File: src/design/ppp_pkg.sv
`default_nettype none
package ppp_pkg;

  // Field and datapath widths.
  localparam int COEF_W         = 32;
  localparam int CLIP_W         = 50;  // clip values stay below 2^49 in magnitude
  localparam int NUM_W          = 64;  // half size times clip value
  localparam int DEN_W          = 48;  // positive clip w
  localparam int QUO_W          = 33;  // quotient bits before saturation
  localparam int MAG_W          = QUO_W + 1;
  localparam int OFF_W          = MAG_W + 2;
  localparam int HALF_W         = 13;
  localparam int WIN_W          = 14;
  localparam int CFG_W          = 31;
  localparam int CFG_IDX_W      = 2;
  localparam int MATRIX_ENTRIES_DEF = 16;

  localparam logic [WIN_W-1:0] WIDTH_RESET  = WIN_W'(1920);
  localparam logic [WIN_W-1:0] HEIGHT_RESET = WIN_W'(1080);
  localparam logic [CFG_W-1:0] MIN_W_RESET  = CFG_W'(6554);

  typedef enum logic [CFG_IDX_W-1:0] {
    REG_WINDOW_WIDTH  = 2'd0,
    REG_WINDOW_HEIGHT = 2'd1,
    REG_MIN_CLIP_W    = 2'd2
  } cfg_reg_t;

  // Per-item flags that travel alongside the divider.
  typedef struct packed {
    logic vis;
    logic neg_x;
    logic neg_y;
    logic sat_x;
    logic sat_y;
    logic zero_x;
    logic zero_y;
  } side_t;

endpackage
`default_nettype wire

File: src/design/ppp_offset.sv
`default_nettype none
module ppp_offset import ppp_pkg::*; (
  input  wire logic                     clk,
  input  wire logic                     en,
  input  wire logic signed [CLIP_W-1:0] clip_x,
  input  wire logic signed [CLIP_W-1:0] clip_y,
  input  wire logic signed [CLIP_W-1:0] clip_w,
  input  wire logic [HALF_W-1:0]        half_w,
  input  wire logic [HALF_W-1:0]        half_h,
  input  wire logic [CFG_W-1:0]         min_clip_w,
  output logic [DEN_W-1:0]              den,
  output logic [DEN_W-1:0]              rem_x,
  output logic [DEN_W-1:0]              rem_y,
  output logic [QUO_W-1:0]              low_x,
  output logic [QUO_W-1:0]              low_y,
  output side_t                         side
);

  logic signed [NUM_W-1:0] num_x, num_y;
  logic signed [CLIP_W-1:0] w_q;
  logic                     vis_q;
  logic [NUM_W-1:0]         mag_x, mag_y;

  // Stage three: numerators and the visibility test.
  always_ff @(posedge clk) begin
    if (en) begin
      num_x <= NUM_W'(clip_x) * NUM_W'($signed({1'b0, half_w}));
      num_y <= NUM_W'(clip_y) * NUM_W'($signed({1'b0, half_h}));
      w_q   <= clip_w;
      vis_q <= clip_w >= $signed({{(CLIP_W-CFG_W){1'b0}}, min_clip_w});
    end
  end

  assign mag_x = num_x[NUM_W-1] ? NUM_W'(-num_x) : num_x;
  assign mag_y = num_y[NUM_W-1] ? NUM_W'(-num_y) : num_y;

  // Stage four: magnitudes split into the divider start remainder and the
  // bits still to be shifted in, plus the overflow and zero checks.
  always_ff @(posedge clk) begin
    if (en) begin
      den         <= w_q[DEN_W-1:0];
      rem_x       <= DEN_W'(mag_x[NUM_W-1:17]);
      rem_y       <= DEN_W'(mag_y[NUM_W-1:17]);
      low_x       <= {mag_x[16:0], 16'b0};
      low_y       <= {mag_y[16:0], 16'b0};
      side.vis    <= vis_q;
      side.neg_x  <= num_x[NUM_W-1];
      side.neg_y  <= num_y[NUM_W-1];
      side.zero_x <= mag_x == '0;
      side.zero_y <= mag_y == '0;
      side.sat_x  <= (mag_x != '0) && (DEN_W'(mag_x[NUM_W-1:17]) >= w_q[DEN_W-1:0]);
      side.sat_y  <= (mag_y != '0) && (DEN_W'(mag_y[NUM_W-1:17]) >= w_q[DEN_W-1:0]);
    end
  end

endmodule
`default_nettype wire

File: config.mk
export PLATFORM = sky130hd
export DESIGN_NAME = ppp_offset
export DESIGN_NICKNAME = d
export VERILOG_FILES = /design/src/design/ppp_pkg.sv /design/src/design/ppp_offset.sv
export SDC_FILE = /design/constraint.sdc
export NUM_CORES = 2
export LEC_CHECK = 0
export BUFFER_PORTS_ARGS = -buffer_cell sky130_fd_sc_hd__buf_2
export CORE_MARGIN = 10
export CORE_UTILIZATION = 45
export CTS_CLUSTER_SIZE = 10
export DETAILED_ROUTE_END_ITERATION = 6
export HOLD_SLACK_MARGIN = 0.12
export SYNTH_ARGS = -nofsm -noshare
export SYNTH_HDL_FRONTEND = slang
export SYNTH_SLANG_ARGS = --single-unit
File: constraint.sdc
create_clock -name clk -period 24.5 [get_ports clk]
set_input_delay 4.9 -clock clk [delete_from_list [all_inputs] [get_ports clk]]
set_output_delay 4.9 -clock clk [all_outputs]
set_load 0.01 [all_outputs]
==> flow_summary_export.csv <==
group,metric,value,unit
outcome,outcome,"finished, final reports clean",
sta,worst_pin_slew,1.342,ns
synth,ys_types,83,
worst_setup_path,critPathMostFrequentCell,"fa_1",
worst_setup_path,critical_path.cell_chain,"buf_2, and2_1, fa_1, inv_1, fa_1, inv_1, fa_1, fa_1, fa_1, fa_1, ha_1, nand3_1, a311o_1, a31oi_1, a41o_1, a21oi_1, o41ai_1, a31oi_1, o21ai_0, nor3b_1",
clock_network,clk_pin_slew,0.05,ns
synth,ys_seq_elements,360,
sta,finalCritPeriodShare,49.94,%
worst_setup_path,rr_endpoint,"side[3]$_DFFE_PP_",
sta,drv_slew,0,
worst_setup_path,path_class,"in2reg",
drt,drc,0,
drt,routedWlPerCell,21.12,um
sta,finalCriticalPeriod,12.23,ns
sta,slew_headroom,9.371,%
floorplanning,core,0.1375,mm^2
global_routing,grt_usage,23.16,%
clock_network,clock_sinks,360,
synth,synthFlopType,"edfxtp_1",
synth,synthCells,6518,
synth,synth_area,0.06224,mm^2
run,cap_violations,0,
drt,num_vias,45680,
placement,gp_congestion,0.9143,
worst_setup_path,r2r_slack,18.70,ns
clock_network,post_cts_resized,0,
sta,setup_viol,0,
synth,seq_area_frac_synth,17.37,%
clock_network,cts_hold_buf,0,
worst_setup_path,cpPeakStageDelay,1.20,ns
sta,skew,0.01507,ns
global_routing,grt_max_degree,184,
floorplanning,die_area,0.1536,mm^2
synth,synth_warnings,0,
worst_setup_path,arrival,12.63,ns
sta,setup-tns-final,0,ns
worst_hold_path,hold_class,"reg2reg",
worst_setup_path,critPathMaxFanout,50,
floorplanning,start_util,45.27,%
layout,fin_nets,8423,
synth,synth_compound_area_share,6.963,%
clock_network,cts_setup_buffers,0,
global_routing,grt_overflow,0,
clock_network,cts_htree_levels,2,
layout,seqCellArea,0.01081,mm^2
worst_setup_path,critPathLaunchType,"primary input",
clock_network,clk_latency,0.56,ns
worst_hold_path,hold_depth,0,
sta,hold_violations,0,
synth,synthAdderAreaFrac,45.31,%
layout,fill_cells,12930,
synth,synth_edf_count,360,
floorplanning,num_rows,136,
clock_network,cts_root_buf,"clkbuf_16",
clock_network,cts_tree,"done",
placement,numPortBuffers,391,
sta,rsz0062_at_grt,"no",
synth,postSynthAreaPerCell,9.549,um^2
worst_setup_path,worstPathRequired,24.89,ns
synth,synth_top_family_by_area,"adder cells",
worst_hold_path,hold-path-endpoint,"side[6]$_DFFE_PP_",
global_routing,antenna_found_initial,28,
clock_network,cts_buffers,43,
worst_setup_path,r2r-start,"num_x[0]$_DFFE_PP_",
layout,syn2layout_area_growth,6.746,%
clock_network,cts_max_path_buffers,3,
worst_setup_path,cpMaxStageDelayCell,"o41ai_1",
layout,drive_above_1_share,7.461,%
floorplanning,io_pins,426,
worst_setup_path,cp-end-kind,"flip-flop",
layout,multi_input_area,0.04504,mm^2
drt,via_per_inst,5.398,
drt,drt-initial-drc-count,3621,
drt,drtAntennaViolNets,0,
global_routing,grt_pass1_wl,279700,um
synth,synthArstFlopShare,0,%
placement,hpwl,141900,um
floorplanning,die_y,391.9,um
drt,routed_wl,178700,um
synth,synthMuxAreaShare,0.1849,%
worst_setup_path,reg2reg_depth,19,
synth,synth_simple_gate_area_share,16.10,%
worst_hold_path,hp-start,"vis_q$_DFFE_PP_",
drt,firstDrtPassIters,6,
global_routing,grt_pass1_vias,48000,
floorplanning,die_w,391.9,um
synth,synth-xor-area-share,3.602,%
sta,fmaxAchievable,0.08173,GHz
Yosys cell counts, types with 57 or more instances:
cell type / number / area [um^2]
fa_1: 1152 / 23060
nand2_1: 837 / 3142
a21o_1: 109 / 818.3
xor2_1: 57 / 499.2
clkbuf_1: 308 / 1156
edfxtp_1: 360 / 10810
inv_1: 1340 / 5030
and2_1: 637 / 3985
nor2_1: 107 / 401.6
nand4_1: 62 / 387.9
ha_1: 411 / 5142
xnor2_1: 199 / 1743
o21ai_0: 135 / 675.7
a21oi_1: 185 / 925.9
sequential cells by signal (all words and copies together) (netlist names):
name	count
num_x	64
vis_q	1
rem_y	47
low_y	17
den	48
num_y	64
low_x	17
side	7
w_q	48
rem_x	47
area by class of cell:
class                      count  area share [%]
multi-input combinational   4495           67.79
sequential                   360           16.27
inverter                    1340           7.570
tap                         1794           3.378
timing repair buffer         411           3.205
clock buffer                  48           1.680
clock inverter                 7         0.07721
antenna                        7         0.02636
cells by family (layout without fill, tap and decap cells):
| family | after synthesis | count (layout) |
|---|---|---|
| and+or+nand+nor | 1964 | 1964 |
| buffers and inverters | 1696 | 1806 |
| other | 1 | 41 |
| DFF | 360 | 360 |
| xor gates and xnor gates | 256 | 256 |
| adders and majority gates | 1563 | 1563 |
| muxes | 11 | 11 |
| AOI/OAI and AO/OA | 667 | 667 |
metrics by stage:
step / setup slack [ns] / util [%] / hold slack, ns / cells / area (um^2)
5_1_grt: 11.86 / 48.32 / 0.4602 / 8459 / 66440
3_3_place_gp: 12.00 / 47.46 / 0.4044 / 8400 / 65260
2_1_floorplan: 13.14 / - / 0.4003 / 6551 / 62370
6_report: 12.27 / 48.32 / 0.4348 / 8462 / 66440
4_1_cts: 12.50 / 48.31 / 0.4335 / 8455 / 66430
3_5_place_dp: 11.93 / 47.46 / 0.4276 / 8400 / 65260
layout by cell type, fill, tap and decap left out, drive strengths merged, types with 8 or more instances in the layout:
cell type | Yosys | routed
nor3 | 52 | 52
nand2 | 837 | 837
nor2 | 107 | 107
fa | 1152 | 1152
conb | 1 | 34
o21bai | 34 | 34
and3 | 20 | 20
nand4 | 62 | 62
nor2b | 21 | 21
or2 | 15 | 15
o21ai | 136 | 136
a211oi | 22 | 22
a21boi | 8 | 8
nor4 | 34 | 34
a31oi | 28 | 28
buf | 47 | 411
o41ai | 23 | 23
xor2 | 57 | 57
and2 | 637 | 637
nand3 | 42 | 42
a21oi | 185 | 185
a21o | 109 | 109
xnor2 | 199 | 199
o21a | 15 | 15
edfxtp | 360 | 360
or3 | 32 | 32
o31ai | 41 | 41
nand2b | 25 | 25
clkbuf | 309 | 48
inv | 1340 | 1341
ha | 411 | 411
and4 | 18 | 18
or4 | 34 | 34
per-layer routing:
| metal | part of all wire [%] | wire (um) | vias up | global-route usage (%) |
|---|---|---|---|---|
| met2 | 45 | 79780 | 1801 | 36.72 |
| met1 | 44 | 78790 | 23140 | 32.70 |
| met3 | 8.3 | 14870 | 290 | 4.208 |
| met5 | 0.16 | 279 | - | 0.6268 |
| li1 | - | - | 20420 | - |
| met4 | 2.8 | 4974 | 26 | 5.812 |
worst max path at each step:
| stage | startpoint | end | slack, ns | cells past startpoint |
|---|---|---|---|---|
| after CTS | half_h[2] | num_y[63]$_DFFE_PP_ | 12.50 | 22 |
| after global routing | half_h[2] | num_y[63]$_DFFE_PP_ | 11.86 | 20 |
| after floorplan | half_w[5] | num_x[57]$_DFFE_PP_ | 13.14 | 24 |
| final | half_h[2] | num_y[63]$_DFFE_PP_ | 12.27 | 20 |
| after detailed placement | half_h[2] | num_y[63]$_DFFE_PP_ | 11.93 | 22 |
| after global placement | half_h[4] | num_y[57]$_DFFE_PP_ | 12.00 | 23 |
worst max-delay path: cells and delay by family:
kind	cells	cell delay [ns]
adder cells (fa/ha/maj)	7	3.10
AO/OA/AOI/OAI	7	3.06
AND/OR/NAND/NOR	3	0.58
buffers and inverters	3	0.90
Power is left out: the tool's default activity adds up to more than one toggle a clock period on the data nets, which glitch-free logic cannot reach.
